File: config.mk
export PLATFORM = sky130hd
export DESIGN_NAME = three_channel_reload_timer
export DESIGN_NICKNAME = d
export VERILOG_FILES = /design/src/sv/tcrt_pkg.sv /design/src/sv/tcrt_decode.sv /design/src/sv/tcrt_channel.sv /design/src/sv/three_channel_reload_timer.sv
export VERILOG_INCLUDE_DIRS = /design/src /design/src/sv
export SDC_FILE = /design/constraint.sdc
export NUM_CORES = 1
export LEC_CHECK = 0
export BUFFER_PORTS_ARGS = -buffer_cell sky130_fd_sc_hd__buf_2
export CORE_ASPECT_RATIO = 0.9
export CORE_MARGIN = 2
export CORE_UTILIZATION = 35
export CTS_BUF_LIST = sky130_fd_sc_hd__clkbuf_2
export CTS_CLUSTER_SIZE = 24
export DETAILED_ROUTE_END_ITERATION = 10
export GPL_ROUTABILITY_DRIVEN = 1
export PLACE_DENSITY = 0.56
export SLEW_MARGIN = 5
export SYNTH_ARGS = -nofsm -noshare
export SYNTH_HDL_FRONTEND = slang
export SYNTH_SLANG_ARGS = --single-unit
File: constraint.sdc
create_clock -name clk -period 7.02 [get_ports clk]
set_clock_uncertainty 0.2 [all_clocks]
set_input_delay 0.702 -clock clk [delete_from_list [all_inputs] [get_ports clk]]
set_output_delay 0.702 -clock clk [all_outputs]
set_load 0.1 [all_outputs]
File: src/sv/three_channel_reload_timer_assert.svh
// ----------------------------------------------------------------------------
// Assertion macros for the three-channel reload timer
// Implication checks clocked on clk and disabled during rst.
// ----------------------------------------------------------------------------
`ifndef THREE_CHANNEL_RELOAD_TIMER_ASSERT_SVH
`define THREE_CHANNEL_RELOAD_TIMER_ASSERT_SVH

// Same-cycle implication.
`define TCRT_ASSERT_NOW(lbl, ante, cons, msg) \
  lbl: assert property (@(posedge clk) disable iff (rst) (ante) |-> (cons)) else $error(msg);

// Next-cycle implication.
`define TCRT_ASSERT_NEXT(lbl, ante, cons, msg) \
  lbl: assert property (@(posedge clk) disable iff (rst) (ante) |=> (cons)) else $error(msg);

`endif

File: src/sv/tcrt_pkg.sv
// ----------------------------------------------------------------------------
// tcrt_pkg
// Shared types, register map and codes of the three-channel reload timer.
// ----------------------------------------------------------------------------
`default_nettype none

package tcrt_pkg;

  localparam int NUM_CH             = 3;
  localparam int CTRL_W             = 10;
  localparam int DEFAULT_BASE_SHIFT = 2;

  // Function codes of a request
  localparam logic [1:0] FUNC_TICK  = 2'd0;
  localparam logic [1:0] FUNC_READ  = 2'd1;
  localparam logic [1:0] FUNC_WRITE = 2'd2;

  // Register map, matched after forcing the top address nibble
  localparam logic [31:0] ADDR_OR = 32'hF000_0000;
  localparam logic [31:0] A_TOCR  = 32'hFFD8_0000;
  localparam logic [31:0] A_TSTR  = 32'hFFD8_0004;
  localparam logic [31:0] A_TCOR [NUM_CH] = '{32'hFFD8_0008, 32'hFFD8_0014, 32'hFFD8_0020};
  localparam logic [31:0] A_TCNT [NUM_CH] = '{32'hFFD8_000C, 32'hFFD8_0018, 32'hFFD8_0024};
  localparam logic [31:0] A_TCR  [NUM_CH] = '{32'hFFD8_0010, 32'hFFD8_001C, 32'hFFD8_0028};

  // Control word fields and write masks
  localparam int UNIE_BIT = 5;
  localparam int UNF_BIT  = 8;
  localparam logic [CTRL_W-1:0] MASK_CH2  = 10'h3FF;
  localparam logic [CTRL_W-1:0] MASK_CH01 = 10'h13F;

  typedef struct packed {
    logic [1:0]  func;
    logic [31:0] addr;
    logic [31:0] wdata;
  } req_t;

  typedef struct packed {
    logic [31:0] rdata;
    logic        hit;
    logic [2:0]  irq;
  } rsp_t;

  // Address decode result
  typedef struct packed {
    logic              tocr;
    logic              tstr;
    logic [NUM_CH-1:0] tcor;
    logic [NUM_CH-1:0] tcnt;
    logic [NUM_CH-1:0] tcr;
  } dec_t;

  // Per-channel strobes for one request
  typedef struct packed {
    logic run;
    logic restart;
    logic wr_tcr;
    logic wr_tcnt;
    logic wr_tcor;
  } ch_cmd_t;

  typedef struct packed {
    logic [31:0]       count;
    logic [CTRL_W-1:0] ctrl;
    logic              irq_next;
  } ch_stat_t;

endpackage

`default_nettype wire

File: src/sv/tcrt_decode.sv
// ----------------------------------------------------------------------------
// tcrt_decode
// Register address decoder of the timer's bus map.
// ----------------------------------------------------------------------------
`default_nettype none

module tcrt_decode import tcrt_pkg::*; (
  input  wire logic [31:0] addr,
  output dec_t             dec
);

  logic [31:0] a;

  assign a = addr | ADDR_OR;

  always_comb begin
    dec      = '0;
    dec.tocr = (a == A_TOCR);
    dec.tstr = (a == A_TSTR);
    for (int ch = 0; ch < NUM_CH; ch++) begin
      dec.tcor[ch] = (a == A_TCOR[ch]);
      dec.tcnt[ch] = (a == A_TCNT[ch]);
      dec.tcr[ch]  = (a == A_TCR[ch]);
    end
  end

endmodule

`default_nettype wire

File: src/sv/tcrt_channel.sv
// ----------------------------------------------------------------------------
// tcrt_channel
// One timer channel: prescaler, down-counter, reload and control word.
// ----------------------------------------------------------------------------
`default_nettype none

module tcrt_channel import tcrt_pkg::*; #(
  parameter int                BASE_SHIFT = DEFAULT_BASE_SHIFT,
  parameter logic [CTRL_W-1:0] WR_MASK    = MASK_CH01
) (
  input  wire logic        clk,
  input  wire logic        rst,
  input  wire ch_cmd_t     cmd,
  input  wire logic [31:0] wdata,
  output ch_stat_t         stat
);

  // Longest period is 2^(BASE_SHIFT+10); the phase never reaches it
  localparam int PHASE_W = BASE_SHIFT + 10;
  localparam int SHIFT_W = $clog2(PHASE_W + 1);

  logic [31:0]        count, count_next;
  logic [31:0]        reload, reload_next;
  logic [CTRL_W-1:0]  ctrl, ctrl_next;
  logic [PHASE_W-1:0] phase, phase_next;

  logic [2:0]         tpsc;
  logic [SHIFT_W-1:0] shift;
  logic [PHASE_W:0]   period;
  logic [PHASE_W:0]   phase_inc;

  assign tpsc      = ctrl[2:0];
  assign shift     = (tpsc <= 3'd4) ? SHIFT_W'(BASE_SHIFT + 2 + 2 * int'(tpsc))
                                    : SHIFT_W'(BASE_SHIFT);
  assign period    = {{PHASE_W{1'b0}}, 1'b1} << shift;
  assign phase_inc = {1'b0, phase} + {{PHASE_W{1'b0}}, 1'b1};

  always_comb begin
    count_next  = count;
    reload_next = reload;
    ctrl_next   = ctrl;
    phase_next  = phase;
    if (cmd.run) begin
      if (phase_inc >= period) begin
        phase_next = '0;
        if (count == '0) begin
          ctrl_next[UNF_BIT] = 1'b1;
          count_next         = reload;
        end else begin
          count_next = count - 32'd1;
        end
      end else begin
        phase_next = phase_inc[PHASE_W-1:0];
      end
    end
    if (cmd.restart) begin
      phase_next = '0;
    end
    if (cmd.wr_tcr) begin
      ctrl_next  = wdata[CTRL_W-1:0] & WR_MASK;
      phase_next = '0;
    end
    if (cmd.wr_tcnt) begin
      count_next = wdata;
      phase_next = '0;
    end
    if (cmd.wr_tcor) begin
      reload_next = wdata;
    end
  end

  always_ff @(posedge clk) begin
    if (rst) begin
      count  <= '1;
      reload <= '1;
      ctrl   <= '0;
      phase  <= '0;
    end else begin
      count  <= count_next;
      reload <= reload_next;
      ctrl   <= ctrl_next;
      phase  <= phase_next;
    end
  end

  assign stat.count    = count;
  assign stat.ctrl     = ctrl;
  assign stat.irq_next = ctrl_next[UNF_BIT] & ctrl_next[UNIE_BIT];

endmodule

`default_nettype wire

File: src/sv/three_channel_reload_timer.sv
// ----------------------------------------------------------------------------
// three_channel_reload_timer
// Three 32-bit reload down-counters behind a memory-mapped register bus.
// ----------------------------------------------------------------------------
// Each request is a clock tick, a register read or a register write and
// yields exactly one response, in order. The block takes one request per
// cycle while the output register is not stalled: a request waits in the
// input register, where the decoder and the channel update logic form its
// effect on the channel state and its response; the response then lands in
// the output register when the pipe advances, which raises rsp_valid.
// A stalled response holds the pipe, and req_stall rises only while the
// input register is full and the full output register is stalled.
// Reads return the state before the request; irq reflects the state after
// it. TOCR and TCOR are write only.
`default_nettype none

module three_channel_reload_timer import tcrt_pkg::*; #(
  parameter int BASE_SHIFT = DEFAULT_BASE_SHIFT
) (
  input  wire logic clk,
  input  wire logic rst,
  input  wire logic req_valid,
  output logic      req_stall,
  input  wire req_t req,
  output logic      rsp_valid,
  input  wire logic rsp_stall,
  output rsp_t      rsp
);

  // Input register
  logic     s_valid;
  req_t     s_req;

  logic     advance;
  logic     fire;

  // Timer-wide registers
  logic [7:0] start_bits, start_bits_next;
  logic [7:0] output_control, output_control_next;

  dec_t     dec;
  ch_cmd_t  cmd  [NUM_CH];
  ch_stat_t stat [NUM_CH];

  rsp_t     rsp_next;
  logic     is_tick, is_read, is_write;

  // Move the pipe whenever the output register is free or being drained
  assign advance   = !rsp_valid || !rsp_stall;
  assign fire      = s_valid && advance;
  assign req_stall = s_valid && !advance;

  always_ff @(posedge clk) begin
    if (rst) begin
      s_valid <= 1'b0;
    end else if (!req_stall) begin
      s_valid <= req_valid;
    end
  end

  always_ff @(posedge clk) begin
    if (!req_stall && req_valid) begin
      s_req <= req;
    end
  end

  tcrt_decode u_decode (
    .addr (s_req.addr),
    .dec  (dec)
  );

  assign is_tick  = fire && (s_req.func == FUNC_TICK);
  assign is_read  = fire && (s_req.func == FUNC_READ);
  assign is_write = fire && (s_req.func == FUNC_WRITE);

  // Build the per-channel strobes; a start bit going from 0 to 1 restarts
  // the prescaler phase
  always_comb begin
    for (int ch = 0; ch < NUM_CH; ch++) begin
      cmd[ch].run     = is_tick && start_bits[ch];
      cmd[ch].restart = is_write && dec.tstr && !start_bits[ch] && s_req.wdata[ch];
      cmd[ch].wr_tcr  = is_write && dec.tcr[ch];
      cmd[ch].wr_tcnt = is_write && dec.tcnt[ch];
      cmd[ch].wr_tcor = is_write && dec.tcor[ch];
    end
  end

  for (genvar ch = 0; ch < NUM_CH; ch++) begin : g_ch
    tcrt_channel #(
      .BASE_SHIFT (BASE_SHIFT),
      .WR_MASK    ((ch == 2) ? MASK_CH2 : MASK_CH01)
    ) u_channel (
      .clk   (clk),
      .rst   (rst),
      .cmd   (cmd[ch]),
      .wdata (s_req.wdata),
      .stat  (stat[ch])
    );
  end

  // Start and output-control registers; output control is stored only
  always_comb begin
    start_bits_next     = start_bits;
    output_control_next = output_control;
    if (is_write && dec.tstr) begin
      start_bits_next = s_req.wdata[7:0];
    end
    if (is_write && dec.tocr) begin
      output_control_next = s_req.wdata[7:0];
    end
  end

  always_ff @(posedge clk) begin
    if (rst) begin
      start_bits     <= '0;
      output_control <= '0;
    end else begin
      start_bits     <= start_bits_next;
      output_control <= output_control_next;
    end
  end

  // Form the response: read mux on the pre-request state, irq after it
  always_comb begin
    rsp_next = '0;
    case (s_req.func)
      FUNC_TICK: begin
        rsp_next.hit = 1'b1;
      end
      FUNC_READ: begin
        if (dec.tstr) begin
          rsp_next.hit   = 1'b1;
          rsp_next.rdata = {24'd0, start_bits};
        end
        for (int ch = 0; ch < NUM_CH; ch++) begin
          if (dec.tcr[ch]) begin
            rsp_next.hit   = 1'b1;
            rsp_next.rdata = {{(32 - CTRL_W){1'b0}}, stat[ch].ctrl};
          end
          if (dec.tcnt[ch]) begin
            rsp_next.hit   = 1'b1;
            rsp_next.rdata = stat[ch].count;
          end
        end
      end
      FUNC_WRITE: begin
        rsp_next.hit = dec.tocr || dec.tstr || (|dec.tcor) || (|dec.tcnt) || (|dec.tcr);
      end
      default: begin
        rsp_next.hit = 1'b0;
      end
    endcase
    for (int ch = 0; ch < NUM_CH; ch++) begin
      rsp_next.irq[ch] = stat[ch].irq_next;
    end
  end

  // Output register
  always_ff @(posedge clk) begin
    if (rst) begin
      rsp_valid <= 1'b0;
    end else if (advance) begin
      rsp_valid <= s_valid;
    end
  end

  always_ff @(posedge clk) begin
    if (fire) begin
      rsp <= rsp_next;
    end
  end

  `include "three_channel_reload_timer_assert.svh"

  // Nonzero read data only ever comes with a decoded register
  `TCRT_ASSERT_NOW(a_rdata_needs_hit, rsp_valid && (rsp.rdata != 32'd0), rsp.hit, "rdata without hit")
  // A tick always produces a hit response in the next cycle
  `TCRT_ASSERT_NEXT(a_tick_hits, is_tick, rsp_valid && rsp.hit, "tick response lost or missed")
  // An accepted request is held in the input register
  `TCRT_ASSERT_NEXT(a_accept_loads, req_valid && !req_stall, s_valid, "accepted request dropped")
  // Channels advance their prescaler only on a tick
  `TCRT_ASSERT_NOW(a_run_needs_start, fire && (s_req.func != FUNC_TICK), !cmd[0].run && !cmd[1].run && !cmd[2].run, "channel run outside a tick")

endmodule

`default_nettype wire
=== Word-level counts from Yosys, hierarchy flattened ===
Cells that the tools add are included.

* Reduce and logical (&&, ||, !) cells: 55
* Bitwise operators: 3
* Multiplexer cells: 38
* Shifts and indexed selects: 3
* Magnitude comparators: 6
* Eq/ne operators: 13
* $add $sub $neg: 9

{| class="wikitable"
|+ Operators by type and width
! operator !! number
|-
| 32-bit two-way mux || 12
|-
| 28-bit == test (second input constant) || 11
|-
| 33-bit two-way mux || 6
|-
| 32-bit zero test || 3
|-
| 32-bit by 1-bit subtractor with 32-bit output (second input constant) || 3
|-
| 12-bit by 1-bit adder with 13-bit output (second input constant) || 3
|-
| 13-bit greater-or-equal comparator || 3
|-
| 1-bit by 4-bit << shifter with 13-bit output (first input constant) || 3
|-
| 12-bit two-way mux || 3
|-
| 9-bit two-way mux || 4
|-
| 1-bit logical AND || 24
|-
| 3-bit by 4-bit adder with 4-bit output (first input constant) || 3
|-
| 4-bit two-way mux || 3
|-
| 2-bit nonzero test || 6
|-
| 4-bit OR reduction || 3
|-
| 3-bit less-or-equal comparator (second input constant) || 3
|-
| 1-bit two-way mux || 9
|-
| 3-bit OR reduction || 3
|-
| 1-bit zero test || 7
|-
| 2-bit AND reduction || 3
|-
| 1-bit logical OR || 5
|-
| 1-bit bitwise AND || 3
|-
| 1-bit one-hot mux with 3 select lines || 1
|-
| 2-bit by 1-bit == test with 1-bit output (second input constant) || 1
|-
| other kinds (2) || 2
|}

* Output and inout bits: 38
* Bits in registers: 360

=== Depth between registers and ports, before layout ===
* Depth after elaboration: 9
* Depth in mapped cells: 17

=== Cells and area by module ===
From an unflattened synthesis, not the netlist that was laid out.

* Cells, all modules: 2234
* Area total of the unflattened synthesis: 19352.3 sq um

{| class="wikitable"
|+ By module, submodules not included
! module !! times used !! area each (sq um) !! cells an instance !! seq. area each (sq um)
|-
| tcrt_channel at g_ch[0].u_channel ... || 2 || 4765.8 || 615 || 1661.6
|-
| three_channel_reload_timer || 1 || 4862.2 || 381 || 3263.1
|-
| tcrt_channel at g_ch[2].u_channel || 1 || 4732.0 || 592 || 1721.7
|-
| tcrt_decode || 1 || 226.5 || 31 || 0.0
|}

=== Worst setup path after synthesis ===
OpenSTA, ideal clock, no wires.

* Kind: reg-to-reg
* Start point: register rsp_valid
* End point: register g_ch[0].u_channel.phase[0]
* Data required time: 6.703 ns
* Clock period less this slack: 6.050 ns
* Stages on the path, launching flop included: 8
* Path slack: 0.970 ns
* Buffers on the path: 1
* Arrival time: 5.733 ns
* Setup time: 0.117 ns
* Cell sequence: dfxtp_1 > a21boi_0 > nand3b_1 > nor4_2 > nor2_2 > nand3_1 > buf_2 > nor2_1

* Word-level cells in the longest chain between the ends: 8

{| class="wikitable"
|+ Ends and longest elaborated chain
! element !! RTL line !! text
|-
| start, declared || three_channel_reload_timer.sv:25 || <nowiki>output logic rsp_valid,</nowiki>
|-
| start signal, assigned || three_channel_reload_timer.sv:163 || <nowiki>rsp_valid <= s_valid;</nowiki>
|-
| 1-bit zero test (*) || three_channel_reload_timer.sv:49 || <nowiki>assign advance = !rsp_valid || !rsp_stall;</nowiki>
|-
| 1-bit logical OR (*) || three_channel_reload_timer.sv:49 ||
|-
| 1-bit logical AND (*) || three_channel_reload_timer.sv:50 || <nowiki>assign fire = s_valid && advance;</nowiki>
|-
| net fire || three_channel_reload_timer.sv:35 || <nowiki>logic fire;</nowiki>
|-
| 1-bit logical AND || three_channel_reload_timer.sv:74 || <nowiki>assign is_write = fire && (s_req.func == FUNC_WRITE);</nowiki>
|-
| 1-bit logical AND (3 in series) || three_channel_reload_timer.sv:81 || <nowiki>cmd[ch].restart = is_write && dec.tstr && !start_bits[ch] && s_req.wdata[ch];</nowiki>
|-
| 4-bit OR reduction (no source line) || -- ||
|-
| end signal, assigned || tcrt_channel.sv:82 || <nowiki>phase <= phase_next;</nowiki>
|-
| end, declared || tcrt_channel.sv:25 || <nowiki>logic [PHASE_W-1:0] phase, phase_next;</nowiki>
|}

Mark *: on every way through the listed nets, which the timed path passes. The rest lies on a longest branch.
A chain may end at the register's enable or synchronous reset.

=== Worst setup path in the final report ===
* Start point: register g_ch[1].u_channel.phase[0]
* End point: register g_ch[1].u_channel.count[27]

* Word-level cells in the longest chain between the ends: 4

{| class="wikitable"
|+ Ends and longest elaborated chain
! element !! RTL line !! text
|-
| start, declared || tcrt_channel.sv:25 ||
|-
| start signal, assigned || tcrt_channel.sv:82 ||
|-
| 12-bit by 1-bit adder with 13-bit output || tcrt_channel.sv:36 || <nowiki>assign phase_inc = {1'b0, phase} + {{PHASE_W{1'b0}}, 1'b1};</nowiki>
|-
| 13-bit greater-or-equal comparator || tcrt_channel.sv:44 || <nowiki>if (phase_inc >= period) begin</nowiki>
|-
| 2-bit nonzero test (no source line) || -- ||
|-
| 2-bit AND reduction (no source line) || -- ||
|-
| end signal, assigned || tcrt_channel.sv:79 || <nowiki>count <= count_next;</nowiki>
|-
| end, declared || tcrt_channel.sv:22 || <nowiki>logic [31:0] count, count_next;</nowiki>
|}

Every way passes these cells.

==> flow_metrics.env <==
export IMPL_drc=0
export IMPL_synth_compound_area_share_pct=16.7
export IMPL_synthArstFlopShare_pct=0
export IMPL_clk_root_buffer_cell="clkbuf_2"
export IMPL_worstPathMaxFanout=19
export IMPL_slew_violations=0
export IMPL_cts_path_max_buffers=3
export IMPL_maxCapViolations=0
export IMPL_cp_end_kind="flip-flop"
export IMPL_whs_path_depth=2
export IMPL_finalHoldViolCount=0
export IMPL_postSynthCellCount=2114
export IMPL_path_delay_family="simple AND/OR/NAND/NOR gates"
export IMPL_hold_end="s_req[1]"
export IMPL_nets=2415
export IMPL_yosysWarnings=0
export IMPL_drt_iter0_drc=1851
export IMPL_grt_pass1_vias=16560
export IMPL_worst_slack_ns=2.17
export IMPL_synth_seq_cells=360
export IMPL_die_area_um2=54400
export IMPL_io_pins=108
export IMPL_drive_above_1_share_pct=14.6
export IMPL_synth_seq_area_share_pct=44.5
export IMPL_ir_drop_mv=0.125
export IMPL_netlist_area_leader_share_pct=28.5
export IMPL_cp_arrival_ns=5.56
export IMPL_clock_fmax_ghz=0.206
export IMPL_core_um2=51800
export IMPL_layout_min_cycle_time_ns=4.85
export IMPL_overflow=0
export IMPL_grt_setup_unrepaired="no"
export IMPL_num_rows=79
export IMPL_synth_top_family_by_area="simple AND/OR/NAND/NOR gates"
export IMPL_layout_cells_non_filler=3084
export IMPL_final_setup_viol_count=0
export IMPL_worst_pin_slew_ns=1.13
export IMPL_ys_types=83
export IMPL_hp_class="in2reg"
export IMPL_numCtsBuffers=99
export IMPL_critPathBufInv=0
export IMPL_reg2regPathDepth=13
export IMPL_place_ws_ns=2.36
export IMPL_track_usage_pct=22.3
export IMPL_htree_levels=3
export IMPL_startpoint_type="flip-flop"
export IMPL_synth_area_per_cell_um2=8.69
export IMPL_place_inst=2778
export IMPL_cts_sinks=360
export IMPL_yosys_area_share_adder_pct=1.97
export IMPL_drt_wl_total_um=61500
export IMPL_grt_start_max_net_pins=83
export IMPL_synth_area_leader_cell="dfxtp_1"
export IMPL_finish_utilization_pct=41.6
export IMPL_period_share_pct=69.1
export IMPL_synth_main_ff_cell="dfxtp_1"
export IMPL_r2r_start="g_ch[1].u_channel.phase[0]"
export IMPL_cpMostUsedCell="ha_1"
export IMPL_viasPerCell=5.67
export IMPL_grt_pass1_wl_um=95500
export IMPL_muxShareOfSynthArea_pct=4.92
export IMPL_synth_enable_flop_cells=98
export IMPL_die_w_um=246
export IMPL_syn_area_um2=18400
export IMPL_initial_core_util_pct=35.5
export IMPL_netlist_top_cells_area="dfxtp_1 (29%), edfxtp_1 (16%), nand2_1 (6.3%)"
export IMPL_synthSimpleGateAreaFrac_pct=24.4
export IMPL_drtPass1Iterations=10
export IMPL_cts_tree="done"
export IMPL_setup_tns_ns=0
export IMPL_whs_ns=0.110
export IMPL_detail_route_antenna_nets=0
export IMPL_gp_congestion=0.904
export IMPL_relSlewSlack_pct=23.9
export IMPL_synth_xor_area_share_pct=3.62
export IMPL_leakage_nw=7.90
export IMPL_outcome="completed"
export IMPL_chipHeight_um=221
export IMPL_rr_endpoint="g_ch[1].u_channel.count[27]"
export IMPL_min_from="req[1]"
export IMPL_required_ns=7.72
export IMPL_vias=17481
export IMPL_clk_insertion_delay_late_ns=1.15
export IMPL_avgRoutedWirePerCell_um=19.9
export IMPL_syn2layout_area_growth_pct=17.4
export IMPL_path_clk_slew_ns=0.09
export IMPL_cts_resized=0
export IMPL_p_per_area_nw_per_um2=185
export IMPL_path_cells="ha_1 > nand2_1 > nor2_1 > and3_1 > xor2_1 > ha_1 > or3_1 > mux2i_1 > a21oi_1 > a211oi_4 > nand2b_1 > o21ai_0 > a21o_1"
export IMPL_io_buffer_count=103
export IMPL_antenna_found_initial=3
export IMPL_critPathKind="reg2reg"
export IMPL_cp_slowest_stage_delay_ns=0.83
export IMPL_place_hpwl_um=39900
export IMPL_r2r_setup_slack_ns=2.17
export IMPL_slowest_stage="a211oi_4"
## layer usage
| layer | wire length (um) | global-route usage [%] | vias up |
|---|---|---|---|
| li1 | - | - | 8258 |
| met1 | 27900 | 31.4 | 8404 |
| met2 | 27300 | 33.6 | 711 |
| met3 | 4940 | 5.24 | 108 |
| met4 | 1340 | 6.82 | 0 |
| met5 | 0 | 0 | - |
## cells by family (layout without fill, tap and decap cells)
group	after synthesis	after routing
compound gates	476	476
xor+xnor	76	76
fa+ha+maj	29	29
buf+inv	172	451
flops	360	360
mux	90	90
other cells	1	4
simple gates	910	910
## power breakdown
part           internal [mW]  leakage [nW]  switching, mW
clock network          0.590         0.689          0.944
registers               2.16          3.06         0.0486
logic                 0.0850          4.16          0.155
total                   2.84          7.90           1.15
## cells in the final DEF (no fill, tap or decap), types with 8 or more instances in the layout
master and instances:
buf_4 26, nand2_1 307, or4_1 13, inv_1 18, a22oi_1 16, xor2_1 24, edfxtp_1 98, nand4_1 16
buf_2 102, nor4_1 47, and2_1 8, a311oi_1 18, nand4b_1 10, nor3_1 69, nor2_1 167, o31ai_1 10
and3_1 19, dfxtp_1 262, or3_1 24, a222oi_1 30, o211ai_1 31, mux2i_1 87, dlygate4sd3_1 125, a31oi_1 9
clkinv_1 18, a211oi_1 10, o21ai_0 116, nor2b_1 8, or2_2 10, clkbuf_2 157, nand3_1 138, nand3b_1 12
a21oi_1 155, xnor2_1 52, ha_1 29, a221oi_1 26
## final cells by class
| type | count | area, um2 |
|---|---|---|
| timing repair buffer | 253 | 1960 |
| sequential | 360 | 8190 |
| antenna | 2 | 5.00 |
| clock inverter | 22 | 100 |
| clock buffer | 157 | 786 |
| tap | 688 | 861 |
| multi-input combinational | 1583 | 9600 |
| fill | 5191 | 30200 |
| inverter | 19 | 72.6 |
## registers in the layout, indices dropped and copies added, names as in the netlist
register	flops
g_ch.u_channel.phase	36
g_ch.u_channel.count	96
g_ch.u_channel.reload	96
g_ch.u_channel.ctrl	24
rsp_valid	1
s_valid	1
rsp	36
start_bits	8
s_req	62
## timing repair
item,in CTS,in global routing
setup buffers,0,0
setup endpoints to repair,0,0
hold buffers,122,3
hold endpoints to repair,112,3
## synthesized netlist by cell type, types with 5 or more instances
library cell	number
nand3_1	139
o31ai_1	10
o22ai_1	5
nand3b_1	12
nor3b_1	6
nand2b_1	5
nor2_1	174
inv_1	19
a21oi_1	155
and2_1	8
o21ai_0	117
a222oi_1	30
a31oi_1	9
xnor2_1	52
a211oi_1	10
mux2i_1	87
o221ai_1	5
nand2_1	307
nand4_1	16
and3_1	19
or3_1	24
clkbuf_1	112
buf_2	33
or2_2	10
xor2_1	24
nor4_1	48
o211ai_1	31
edfxtp_1	98
nand4b_1	10
a221oi_1	26
a22oi_1	16
dfxtp_1	262
a311oi_1	18
or4_1	14
nor2b_1	9
ha_1	29
o21a_1	5
nor3_1	71
## metrics by stage
stage,power (mW),cell area (um2)
2_1_floorplan,2.37,18400
3_3_place_gp,2.44,19400
3_5_place_dp,2.44,19400
4_1_cts,4.04,21500
5_1_grt,4.17,21600
6_report,3.99,21600
## worst max path at each step
stage / start / depth (start not counted) / slack (ns) / endpoint
3_5_place_dp: g_ch[1].u_channel.phase[0] / 13 / 2.36 / g_ch[1].u_channel.count[0]
3_3_place_gp: g_ch[1].u_channel.phase[0] / 13 / 2.47 / g_ch[1].u_channel.count[0]
5_1_grt: g_ch[1].u_channel.phase[0] / 13 / 1.93 / g_ch[1].u_channel.count[27]
2_1_floorplan: rsp_valid / 7 / 0.97 / g_ch[0].u_channel.phase[0]
6_report: g_ch[1].u_channel.phase[0] / 13 / 2.17 / g_ch[1].u_channel.count[27]
4_1_cts: g_ch[1].u_channel.phase[0] / 13 / 2.24 / g_ch[1].u_channel.count[27]
No activity file was read; power rests on OpenSTA's default activity.
